### config.mk
export PLATFORM = sky130hd
export DESIGN_NAME = heap_page_occupancy_stats
export DESIGN_NICKNAME = d
export VERILOG_FILES = /design/src/hw/rtl/hpos_pkg.sv /design/src/hw/rtl/heap_page_occupancy_stats.sv
export SDC_FILE = /design/constraint.sdc
export NUM_CORES = 2
export LEC_CHECK = 0
export BUFFER_PORTS_ARGS = -buffer_cell sky130_fd_sc_hd__buf_4
export CAP_MARGIN = 5
export CORE_MARGIN = 1
export CORE_UTILIZATION = 25
export DETAILED_ROUTE_END_ITERATION = 8
export PLACE_DENSITY = 0.5
export SYNTH_ARGS = -nofsm -noshare
export SYNTH_HDL_FRONTEND = slang
export SYNTH_SLANG_ARGS = --single-unit
### constraint.sdc
create_clock -name clk_i -period 12.1 [get_ports clk_i]
set_input_delay 1.21 -clock clk_i [delete_from_list [all_inputs] [get_ports clk_i]]
set_output_delay 1.21 -clock clk_i [all_outputs]
set_load 0.01 [all_outputs]
### src/hw/rtl/hpos_pkg.sv
// Shared types, constants and helpers for the heap page occupancy statistics block.
// Depends on nothing; the top level takes every item by scoped name.
package hpos_pkg;

  // Register map of the configuration port
  localparam int unsigned CFG_IDX_W = 2;
  localparam int unsigned CFG_DATA_W = 32;
  localparam logic [CFG_IDX_W-1:0] REG_SLOTS_PER_PAGE = 2'd0;
  localparam logic [CFG_IDX_W-1:0] REG_ALLOC_PAGES = 2'd1;

  // Slot geometry and per-page counts
  localparam int unsigned SPP_W = 10;
  localparam logic [SPP_W-1:0] SPP_RESET = 10'd409;
  localparam int unsigned PAGE_W = 10;
  localparam logic [PAGE_W-1:0] PAGE_MAX = '1;

  // Counter defaults
  localparam int unsigned COUNT_WIDTH_DEF = 32;
  localparam int unsigned FILL_BINS = 6;
  localparam int unsigned ALLOC_W = 32;

  // Result channel
  localparam int unsigned STAT_IDX_W = 5;
  localparam int unsigned STAT_VAL_W = 32;
  localparam int unsigned NUM_STATS = 20;
  localparam logic [STAT_IDX_W-1:0] STAT_FRAG = 5'd0;
  localparam logic [STAT_IDX_W-1:0] STAT_ALLOC = 5'd1;
  localparam logic [STAT_IDX_W-1:0] STAT_FIRST_MEM = 5'd2;
  localparam logic [STAT_IDX_W-1:0] STAT_LAST = 5'(NUM_STATS - 1);

  // Counter memory layout: entry = statistic index minus two
  localparam int unsigned NUM_ENT = NUM_STATS - 2;
  localparam int unsigned ENT_W = $clog2(NUM_ENT);
  localparam logic [ENT_W-1:0] ENT_SEEN = 5'd0;
  localparam logic [ENT_W-1:0] ENT_LIVE = 5'd1;
  localparam logic [ENT_W-1:0] ENT_DEAD = 5'd2;
  localparam logic [ENT_W-1:0] ENT_UNPROT = 5'd3;
  localparam logic [ENT_W-1:0] ENT_UNCOL = 5'd4;
  localparam logic [ENT_W-1:0] ENT_REMSET = 5'd5;
  localparam logic [ENT_W-1:0] ENT_FRAGUNPROT = 5'd6;
  localparam logic [ENT_W-1:0] ENT_FREE = 5'd7;
  localparam logic [ENT_W-1:0] ENT_FULL = 5'd8;
  localparam logic [ENT_W-1:0] ENT_OBJ_LIVE = 5'd9;
  localparam logic [ENT_W-1:0] ENT_OBJ_DEAD = 5'd10;
  localparam logic [ENT_W-1:0] ENT_OBJ_UNPROT = 5'd11;
  localparam logic [ENT_W-1:0] ENT_BIN0 = 5'd12;
  localparam logic [ENT_W-1:0] ENT_LAST = 5'(NUM_ENT - 1);

  // Pending deltas: one sweep lap of page closes at most
  localparam int unsigned PEND_W = $clog2(NUM_ENT * (2 ** PAGE_W - 1) + 1);

  // Fixed-point reciprocal of 100, exact for products below 2^17
  localparam int unsigned PROD_W = 17;
  localparam int unsigned RECIP_SHIFT = 24;
  localparam logic [PROD_W+RECIP_SHIFT-7:0] RECIP_100 = 35'd167773;
  localparam logic [SPP_W-1:0] PERMILLE_EDGE = 10'd1000;

  typedef struct packed {
    logic [SPP_W-1:0] l1;  // 50%
    logic [SPP_W-1:0] l2;  // 95%
    logic [SPP_W-1:0] l3;  // 99%
    logic [SPP_W-1:0] l4;  // 99.9%
    logic [SPP_W-1:0] l5;  // full capacity
  } thr_t;

  function automatic logic [SPP_W-1:0] pct_of(input logic [SPP_W-1:0] spp,
                                               input logic [6:0] pct);
    logic [PROD_W-1:0] y;
    logic [PROD_W+RECIP_SHIFT-7:0] p;
    y = PROD_W'(spp) * PROD_W'(pct);
    p = (PROD_W + RECIP_SHIFT - 6)'(y) * RECIP_100;
    return SPP_W'(p >> RECIP_SHIFT);
  endfunction

  // spp*999/1000 = spp - ceil(spp/1000)
  function automatic thr_t calc_thr(input logic [SPP_W-1:0] spp);
    thr_t t;
    t.l1 = spp >> 1;
    t.l2 = pct_of(spp, 7'd95);
    t.l3 = pct_of(spp, 7'd99);
    if (spp == '0) begin
      t.l4 = '0;
    end else if (spp <= PERMILLE_EDGE) begin
      t.l4 = spp - SPP_W'(1);
    end else begin
      t.l4 = spp - SPP_W'(2);
    end
    t.l5 = spp;
    return t;
  endfunction

endpackage

### src/hw/rtl/heap_page_occupancy_stats.sv
// Heap page occupancy statistics: top level, counters held in one synchronous memory.
// Depends on hpos_pkg (constants, threshold helper).
//
//  channel  | direction | handshake               | payload
//  ---------+-----------+-------------------------+-------------------------------------
//  cfg      | in        | cfg_valid_i/cfg_ready_o | cfg_index_i, cfg_data_i
//  in       | in        | in_valid_i/in_ready_o   | kind_i, slot flags, page flags
//  out      | out       | out_valid_o/out_ready_i | stat_index_o, stat_value_o, last_stat_o
//
// Slot items: one per cycle while in_ready_o is high (not while clearing or reporting), no
// result. Page-close increments land in small pending registers; while it runs, a sweep
// walks the 18-entry counter memory one entry a cycle (read, then saturating add and
// write back the next cycle), so every entry is refreshed once per lap. Report item:
// drain the pending deltas, form the fragmented figure, then load each statistic while
// the output is free. Reset: a clearing pass zeroes the memory, taking no input item.
// The output register lets the block go back to taking slots while the last item waits.
module heap_page_occupancy_stats #(
  parameter int unsigned COUNT_WIDTH = hpos_pkg::COUNT_WIDTH_DEF
) (
  input  logic                                clk_i,
  input  logic                                rst_ni,
  // configuration
  input  logic                                cfg_valid_i,
  output logic                                cfg_ready_o,
  input  logic [hpos_pkg::CFG_IDX_W-1:0]      cfg_index_i,
  input  logic [hpos_pkg::CFG_DATA_W-1:0]     cfg_data_i,
  // input items
  input  logic                                in_valid_i,
  output logic                                in_ready_o,
  input  logic                                kind_i,
  input  logic                                slot_live_i,
  input  logic                                slot_unprotected_i,
  input  logic                                last_in_page_i,
  input  logic                                page_remembered_i,
  input  logic                                page_uncollectible_i,
  // result items
  output logic                                out_valid_o,
  input  logic                                out_ready_i,
  output logic [hpos_pkg::STAT_IDX_W-1:0]     stat_index_o,
  output logic [hpos_pkg::STAT_VAL_W-1:0]     stat_value_o,
  output logic                                last_stat_o
);

  localparam int unsigned NE = hpos_pkg::NUM_ENT;
  localparam int unsigned EW = hpos_pkg::ENT_W;
  localparam int unsigned PW = hpos_pkg::PAGE_W;
  localparam int unsigned DW = hpos_pkg::PEND_W;
  localparam int unsigned SUB_W = COUNT_WIDTH + 1;
  localparam int unsigned CMP_W = (SUB_W > hpos_pkg::ALLOC_W) ? SUB_W
                                                             : hpos_pkg::ALLOC_W + 1;
  localparam logic [63:0] OUT_MAX = 64'(32'hFFFF_FFFF);

  typedef enum logic [3:0] {
    ST_CLEAR,     // zero the counter memory after reset
    ST_RUN,       // take slot items, sweep runs
    ST_FLUSH,     // drain pending deltas into memory
    ST_PRE_FREE,  // read free pages
    ST_PRE_FULL,  // read full pages
    ST_PRE_SUM,   // free + full
    ST_PRE_FRAG,  // allocated minus that, clamped
    ST_RD,        // read and clear one counter
    ST_LD         // load the output register
  } state_e;

  state_e state_q;

  // ---------------------------------------------------------------------------
  // Configuration: thresholds are formed at write time
  // ---------------------------------------------------------------------------
  hpos_pkg::thr_t                  thr_q;
  logic [hpos_pkg::ALLOC_W-1:0]    alloc_q;

  assign cfg_ready_o = 1'b1;

  always_ff @(posedge clk_i or negedge rst_ni) begin
    if (!rst_ni) begin
      thr_q   <= hpos_pkg::calc_thr(hpos_pkg::SPP_RESET);
      alloc_q <= '0;
    end else if (cfg_valid_i) begin
      unique case (cfg_index_i)
        hpos_pkg::REG_SLOTS_PER_PAGE: thr_q <= hpos_pkg::calc_thr(
                                         cfg_data_i[hpos_pkg::SPP_W-1:0]);
        hpos_pkg::REG_ALLOC_PAGES:    alloc_q <= cfg_data_i;
        default: ;
      endcase
    end
  end

  // ---------------------------------------------------------------------------
  // Per-page counts and page-close increments
  // ---------------------------------------------------------------------------
  logic          in_acc;
  logic          slot_acc;
  logic          close_pg;
  logic [PW-1:0] live_q, dead_q, unp_q;
  logic [PW-1:0] live_n, dead_n, unp_n;
  logic [PW-1:0] inc [NE];

  assign in_ready_o = (state_q == ST_RUN);
  assign in_acc     = in_valid_i && in_ready_o;
  assign slot_acc   = in_acc && !kind_i;
  assign close_pg   = slot_acc && last_in_page_i;

  always_comb begin
    live_n = live_q;
    dead_n = dead_q;
    unp_n  = unp_q;
    if (slot_live_i) begin
      if (live_q != hpos_pkg::PAGE_MAX) live_n = live_q + PW'(1);
    end else begin
      if (dead_q != hpos_pkg::PAGE_MAX) dead_n = dead_q + PW'(1);
    end
    if (slot_unprotected_i && unp_q != hpos_pkg::PAGE_MAX) unp_n = unp_q + PW'(1);
  end

  always_comb begin
    for (int e = 0; e < NE; e++) inc[e] = '0;
    if (close_pg) begin
      inc[hpos_pkg::ENT_SEEN]       = PW'(1);
      inc[hpos_pkg::ENT_LIVE]       = PW'(live_n != '0);
      inc[hpos_pkg::ENT_FREE]       = PW'(live_n == '0);
      inc[hpos_pkg::ENT_DEAD]       = PW'(dead_n != '0);
      inc[hpos_pkg::ENT_FULL]       = PW'(dead_n == '0);
      inc[hpos_pkg::ENT_UNPROT]     = PW'(unp_n != '0);
      inc[hpos_pkg::ENT_FRAGUNPROT] = PW'(unp_n != '0 && live_n != '0 && dead_n != '0);
      inc[hpos_pkg::ENT_REMSET]     = PW'(page_remembered_i);
      inc[hpos_pkg::ENT_UNCOL]      = PW'(page_uncollectible_i);
      inc[hpos_pkg::ENT_OBJ_LIVE]   = live_n;
      inc[hpos_pkg::ENT_OBJ_DEAD]   = dead_n;
      inc[hpos_pkg::ENT_OBJ_UNPROT] = unp_n;
      // cumulative fill bins; the last one counts every page
      inc[hpos_pkg::ENT_BIN0]        = PW'(live_n == '0);
      inc[hpos_pkg::ENT_BIN0 + EW'(1)] = PW'(live_n < thr_q.l1);
      inc[hpos_pkg::ENT_BIN0 + EW'(2)] = PW'(live_n < thr_q.l2);
      inc[hpos_pkg::ENT_BIN0 + EW'(3)] = PW'(live_n < thr_q.l3);
      inc[hpos_pkg::ENT_BIN0 + EW'(4)] = PW'(live_n < thr_q.l4);
      inc[hpos_pkg::ENT_BIN0 + EW'(hpos_pkg::FILL_BINS - 1)] = PW'(1);
    end
  end

  always_ff @(posedge clk_i or negedge rst_ni) begin
    if (!rst_ni) begin
      live_q <= '0;
      dead_q <= '0;
      unp_q  <= '0;
    end else if (in_acc) begin
      if (kind_i || last_in_page_i) begin
        // page closed or report: start over
        live_q <= '0;
        dead_q <= '0;
        unp_q  <= '0;
      end else begin
        live_q <= live_n;
        dead_q <= dead_n;
        unp_q  <= unp_n;
      end
    end
  end

  // ---------------------------------------------------------------------------
  // Pending deltas and the memory sweep
  // ---------------------------------------------------------------------------
  logic [DW-1:0] pend_q [NE];
  logic          pend_nz;
  logic          sweep_rd;
  logic [EW-1:0] ptr_q;
  logic          wr_vld_q;
  logic [EW-1:0] wr_addr_q;
  logic [DW-1:0] snap_q;

  always_comb begin
    pend_nz = 1'b0;
    for (int e = 0; e < NE; e++) pend_nz = pend_nz | (pend_q[e] != '0);
  end

  // stop reading once drained so the last write lands before the report reads
  assign sweep_rd = (state_q == ST_RUN) || (state_q == ST_FLUSH && pend_nz);

  always_ff @(posedge clk_i or negedge rst_ni) begin
    if (!rst_ni) begin
      for (int e = 0; e < NE; e++) pend_q[e] <= '0;
      ptr_q    <= '0;
      wr_vld_q <= 1'b0;
    end else begin
      for (int e = 0; e < NE; e++) begin
        if (sweep_rd && ptr_q == EW'(e)) begin
          pend_q[e] <= DW'(inc[e]);
        end else begin
          pend_q[e] <= pend_q[e] + DW'(inc[e]);
        end
      end
      wr_vld_q <= sweep_rd;
      if (sweep_rd || state_q == ST_CLEAR) begin
        ptr_q <= (ptr_q == hpos_pkg::ENT_LAST) ? '0 : ptr_q + EW'(1);
      end
    end
  end

  always_ff @(posedge clk_i) begin
    wr_addr_q <= ptr_q;
    snap_q    <= pend_q[ptr_q];
  end

  // ---------------------------------------------------------------------------
  // Counter memory: one read port, one write port, registered read data
  // ---------------------------------------------------------------------------
  logic [COUNT_WIDTH-1:0] mem [NE];
  logic [COUNT_WIDTH-1:0] rd_data_q;
  logic                   mem_re, mem_we;
  logic [EW-1:0]          mem_raddr, mem_waddr;
  logic [COUNT_WIDTH-1:0] mem_wdata;
  logic [SUB_W-1:0]       sat_sum;
  logic [4:0]             idx_q;
  logic [EW-1:0]          idx_ent;

  assign idx_ent = EW'(idx_q - hpos_pkg::STAT_FIRST_MEM);
  assign sat_sum = {1'b0, rd_data_q} + SUB_W'(snap_q);

  always_comb begin
    mem_re    = 1'b0;
    mem_raddr = ptr_q;
    mem_we    = 1'b0;
    mem_waddr = wr_addr_q;
    mem_wdata = sat_sum[SUB_W-1] ? '1 : sat_sum[COUNT_WIDTH-1:0];
    case (state_q)
      ST_CLEAR: begin
        mem_we    = 1'b1;
        mem_waddr = ptr_q;
        mem_wdata = '0;
      end
      ST_PRE_FREE: begin
        mem_re    = 1'b1;
        mem_raddr = hpos_pkg::ENT_FREE;
      end
      ST_PRE_FULL: begin
        mem_re    = 1'b1;
        mem_raddr = hpos_pkg::ENT_FULL;
      end
      ST_RD: begin
        // read the counter and clear it in the same cycle
        mem_re    = 1'b1;
        mem_raddr = idx_ent;
        mem_we    = 1'b1;
        mem_waddr = idx_ent;
        mem_wdata = '0;
      end
      default: begin
        mem_re = sweep_rd;
        mem_we = wr_vld_q;
      end
    endcase
  end

  always_ff @(posedge clk_i) begin
    if (mem_re) rd_data_q <= mem[mem_raddr];
    if (mem_we) mem[mem_waddr] <= mem_wdata;
  end

  // ---------------------------------------------------------------------------
  // Report sequencer and output register
  // ---------------------------------------------------------------------------
  logic [COUNT_WIDTH-1:0]           free_q;
  logic [SUB_W-1:0]                 sub_q;
  logic [hpos_pkg::STAT_VAL_W-1:0]  frag_q;
  logic                             out_vld_q;
  logic [hpos_pkg::STAT_IDX_W-1:0]  out_idx_q;
  logic [hpos_pkg::STAT_VAL_W-1:0]  out_val_q;
  logic                             out_last_q;
  logic [63:0]                      mem_val64;
  logic [hpos_pkg::STAT_VAL_W-1:0]  mem_val32;
  logic [hpos_pkg::STAT_VAL_W-1:0]  ld_val;
  logic                             out_free;
  logic [CMP_W-1:0]                 alloc_ext, sub_ext, frag_ext;

  assign mem_val64 = 64'(rd_data_q);
  assign mem_val32 = (mem_val64 > OUT_MAX) ? '1 : mem_val64[hpos_pkg::STAT_VAL_W-1:0];
  assign alloc_ext = CMP_W'(alloc_q);
  assign sub_ext   = CMP_W'(sub_q);
  assign frag_ext  = alloc_ext - sub_ext;
  assign out_free  = !out_vld_q || out_ready_i;

  always_comb begin
    case (idx_q)
      hpos_pkg::STAT_FRAG:  ld_val = frag_q;
      hpos_pkg::STAT_ALLOC: ld_val = alloc_q;
      default:              ld_val = mem_val32;
    endcase
  end

  always_ff @(posedge clk_i or negedge rst_ni) begin
    if (!rst_ni) begin
      state_q   <= ST_CLEAR;
      idx_q     <= '0;
      out_vld_q <= 1'b0;
    end else begin
      if (out_vld_q && out_ready_i) out_vld_q <= 1'b0;
      unique case (state_q)
        ST_CLEAR: begin
          if (ptr_q == hpos_pkg::ENT_LAST) state_q <= ST_RUN;
        end
        ST_RUN: begin
          if (in_acc && kind_i) state_q <= ST_FLUSH;
        end
        ST_FLUSH: begin
          if (!pend_nz && !wr_vld_q) state_q <= ST_PRE_FREE;
        end
        ST_PRE_FREE: state_q <= ST_PRE_FULL;
        ST_PRE_FULL: begin
          free_q  <= rd_data_q;
          state_q <= ST_PRE_SUM;
        end
        ST_PRE_SUM: begin
          sub_q   <= SUB_W'(free_q) + SUB_W'(rd_data_q);
          state_q <= ST_PRE_FRAG;
        end
        ST_PRE_FRAG: begin
          frag_q  <= (alloc_ext > sub_ext) ? frag_ext[hpos_pkg::STAT_VAL_W-1:0] : '0;
          idx_q   <= hpos_pkg::STAT_FRAG;
          state_q <= ST_LD;
        end
        ST_RD: state_q <= ST_LD;
        ST_LD: begin
          // hold until the output register frees up
          if (out_free) begin
            out_vld_q  <= 1'b1;
            out_idx_q  <= idx_q;
            out_val_q  <= ld_val;
            out_last_q <= (idx_q == hpos_pkg::STAT_LAST);
            if (idx_q == hpos_pkg::STAT_LAST) begin
              state_q <= ST_RUN;
            end else begin
              idx_q   <= idx_q + 5'd1;
              state_q <= (idx_q + 5'd1 >= hpos_pkg::STAT_FIRST_MEM) ? ST_RD : ST_LD;
            end
          end
        end
        default: state_q <= ST_RUN;
      endcase
    end
  end

  assign out_valid_o  = out_vld_q;
  assign stat_index_o = out_idx_q;
  assign stat_value_o = out_val_q;
  assign last_stat_o  = out_last_q;

endmodule

==> results.py <==
metrics = {
    "logic_synthesis": {
        "synth_area_per_cell_um2": 11.0,
        "synth_enable_flop_cells": 743,
        "ys_ff_latch": 1150,
        "ys_warn_count": 0,
        "synth_top_family_by_area": "adder cells",
        "synth_cells": 6297,
        "synth_top_flop_cell": "edfxtp_1",
        "yosysMostFrequentCell": "edfxtp_1",
        "synth.area.top_cells": "edfxtp_1 32%, dfrtp_1 13%, ha_1 10%",
        "synth_top_area_share": 0.322,
        "synthAdderAreaFrac": 0.176,
        "synth_area_mm2": 0.0694,
        "synthXorXnorAreaFrac": 0.0491,
        "syn_nets": 7163,
        "synth_cell_types": 93,
        "synthSimpleGateAreaFrac": 0.126,
        "synth_mux_area_frac": 0.0348,
        "ys_seq_area_frac": 0.467,
        "synthTopCellsByCount": "743 x edfxtp_1, 648 x inv_1, 642 x nand2_1",
        "synth-async-reset-ratio": 0.337,
        "synth_compound_area_frac": 0.0977,
        "synth_top_area_cell": "edfxtp_1",
    },
    "sta": {
        "min_period_ns": 10.77,
        "relSlewSlack": 0.171,
        "finalClockSkew_ns": 0.0431,
        "fmax_mhz": 92.9,
        "hold_viol": 0,
        "worstMarginPinSlew_ns": 1.24,
        "report.final.setup_viol": 0,
        "fin_crit_sh": 0.890,
        "tns_ns": 0,
        "rsz0062_at_grt": "no",
        "slew_violations": 0,
    },
    "outcome": {
        "outcome": "completed",
    },
    "min_path": {
        "min_path_type": "in2async",
    },
    "final_layout": {
        "syn2layout_area_growth_pct": 13.9,
        "drive_gt1_frac": 0.0884,
        "fin_nets": 7241,
    },
    "route": {
        "antenna_left": 0,
        "vias_per_cell": 4.62,
        "drt_iter0_drc": 3286,
        "first_pass_iters": 5,
        "routedWlPerCell_um": 18.9,
        "num_vias": 47100,
        "drc_errors": 0,
        "drt-total-wl_um": 193000,
    },
    "global_routing": {
        "gr-total-overflow": 0,
        "first_global_vias": 47100,
        "track_usage": 0.137,
        "antenna_found_initial": 7,
        "grt_first_pass_wirelength_um": 295000,
        "grt_max_degree": 186,
    },
    "worst_setup_path": {
        "critPathRequiredTime_ns": 12.69,
        "crit_end": "thr_q[39]$_DFFE_PN0P_",
        "path_common_cell": "fa_1",
        "ff2ff_setup_slack_ns": 6.18,
        "max_stage_delay_ns": 0.55,
        "crit_fanout": 10,
        "critPathKind": "in2reg",
        "reg2reg_depth": 16,
        "worst_setup_path_end_kind": "flip-flop",
        "critPathLaunch": "cfg_data_i[4]",
        "r2r_end": "pend_q[29]$_DFF_PN0_",
        "crit_slowest_cell": "fa_1",
        "cp.arrival_ns": 11.36,
        "timing.critical_path.from_type": "input pin",
        "reg2reg_from": "state_q[0]$_DFFE_PN0P_",
    },
    "floorplanning": {
        "die-area_mm2": 0.280,
        "die_y_um": 529,
        "start_util": 0.251,
        "num_io_pins": 86,
        "rows": 193,
        "core_mm2": 0.276,
        "die_x_um": 529,
    },
    "cts": {
        "post_cts_resized": 0,
        "cts_tree": "built",
        "cts_hold_buf": 0,
        "cts-root-buf": "clkbuf_16",
        "path_clk_slew_ns": 0.06,
        "h-tree-depth": 4,
        "cts_sinks": 1150,
        "numCtsBuffers": 132,
        "clock_path_buffers": 3,
        "clock_latency_ns": 0.79,
        "cts_setup_buffers": 0,
    },
    "place": {
        "io_buffers": 84,
        "hpwl_um": 135000,
        "place_congestion": 0.880,
    },
    "flow_run": {
        "max-cap-violations": 0,
    },
}
## metrics by stage
stage          instance area [um^2]  hold slack (ns)  std cells   util  setup WS [ns]
2_1_floorplan                 69400            0.345       6297      -           1.10
3_3_place_gp                  74700            0.463       9943  0.270          0.549
3_5_place_dp                  74700            0.471       9943  0.270          0.463
4_1_cts                       79000            0.349      10200  0.286           1.25
5_1_grt                       79000            0.376      10200  0.286          0.770
6_report                      79000            0.340      10200  0.286           1.33
## how the worst min path moves through the flow
stage,from,cells after the start,end,slack (ns)
after global placement,thr_q[33]$_DFFE_PN0P_,2,thr_q[33]$_DFFE_PN0P_,0.46
after detailed placement,thr_q[33]$_DFFE_PN0P_,2,thr_q[33]$_DFFE_PN0P_,0.47
final,rst_ni,1,out_valid_o$_DFF_PN0_,0.34
after CTS,rst_ni,1,out_valid_o$_DFF_PN0_,0.35
after floorplan,ptr_q[4]$_DFFE_PN0P_,0,wr_addr_q[4]$_DFF_P_,0.35
after global routing,rst_ni,1,out_valid_o$_DFF_PN0_,0.38
## final cells by class
type	instances	area (um^2)
clock buffers	188	3750
fillers	28600	197000
diodes	2	5.00
multi-input cells	4268	33800
well taps	3705	4640
repair buffers	175	1380
inverters	648	2430
flip-flops and latches	1150	32400
clock inverters	52	568
## layout by cell type (no fill, tap or decap), types with 15 or more instances in the layout
master | synthesis | routed
inv_1 | 648 | 648
a311oi_1 | 65 | 65
nor3_1 | 73 | 70
nor2_4 | 1 | 19
and2_1 | 142 | 140
fa_1 | 261 | 261
a211oi_1 | 172 | 171
a21boi_0 | 15 | 15
clkbuf_1 | 181 | 37
a31oi_1 | 116 | 115
a22oi_1 | 31 | 31
clkinv_2 | 0 | 15
dfrtp_1 | 372 | 370
mux2i_1 | 24 | 24
nand2_1 | 642 | 641
o21bai_1 | 17 | 17
clkinv_1 | 0 | 15
o21ai_0 | 216 | 215
xor2_1 | 148 | 148
edfxtp_1 | 743 | 743
a21oi_1 | 224 | 223
nor2_1 | 477 | 458
dfxtp_1 | 20 | 20
a21o_1 | 59 | 59
o21a_1 | 25 | 25
mux4_2 | 75 | 75
ha_1 | 560 | 560
xnor2_1 | 238 | 238
nand2b_1 | 26 | 25
and3_1 | 95 | 92
nand3_1 | 177 | 177
buf_4 | 6 | 169
mux2_2 | 43 | 43
clkbuf_8 | 1 | 15
nand4_1 | 57 | 57
dfstp_2 | 15 | 15
nor2b_1 | 63 | 63
nor4_1 | 77 | 75
o31ai_1 | 15 | 15
clkbuf_16 | 0 | 136
## flip-flops by register name, indices dropped and copies added (netlist names)
signal        flops
alloc_q          32
dead_q           10
frag_q           32
free_q           32
idx_q             5
last_stat_o       1
live_q           10
mem             576
out_valid_o       1
pend_q          270
ptr_q             5
rd_data_q        32
snap_q           15
stat_index_o      5
stat_value_o     32
state_q           4
sub_ext          33
thr_q            39
unp_q            10
wr_addr_q         5
wr_vld_q          1
## cell families after synthesis
group,count (synthesis)
adder cells (fa/ha/maj),821
XOR/XNOR,387
flip-flops,1150
AO/OA/AOI/OAI,1035
other,1
multiplexers,142
AND/OR/NAND/NOR,1882
buffers and inverters,879
## per-layer routing
layer  vias to the layer above  track usage  share of wire
li1                      22300            -              -
met5                         -            0       0.000057
met4                         2       0.0405          0.026
met1                     23500        0.189           0.47
met3                       260       0.0180          0.044
met2                      1062        0.223           0.46
## critical path, delay by kind of cell
| family | cells | cell delay, ns |
|---|---|---|
| adders and majority gates | 12 | 5.82 |
| and+or+nand+nor | 1 | 0.12 |
| xor gates and xnor gates | 2 | 0.31 |
| buffers and inverters | 11 | 0.90 |
| AOI/OAI and AO/OA | 15 | 3.00 |
Power is not shown: default switching activity piles up to over one toggle a cycle in this logic, so the estimate is an artifact.
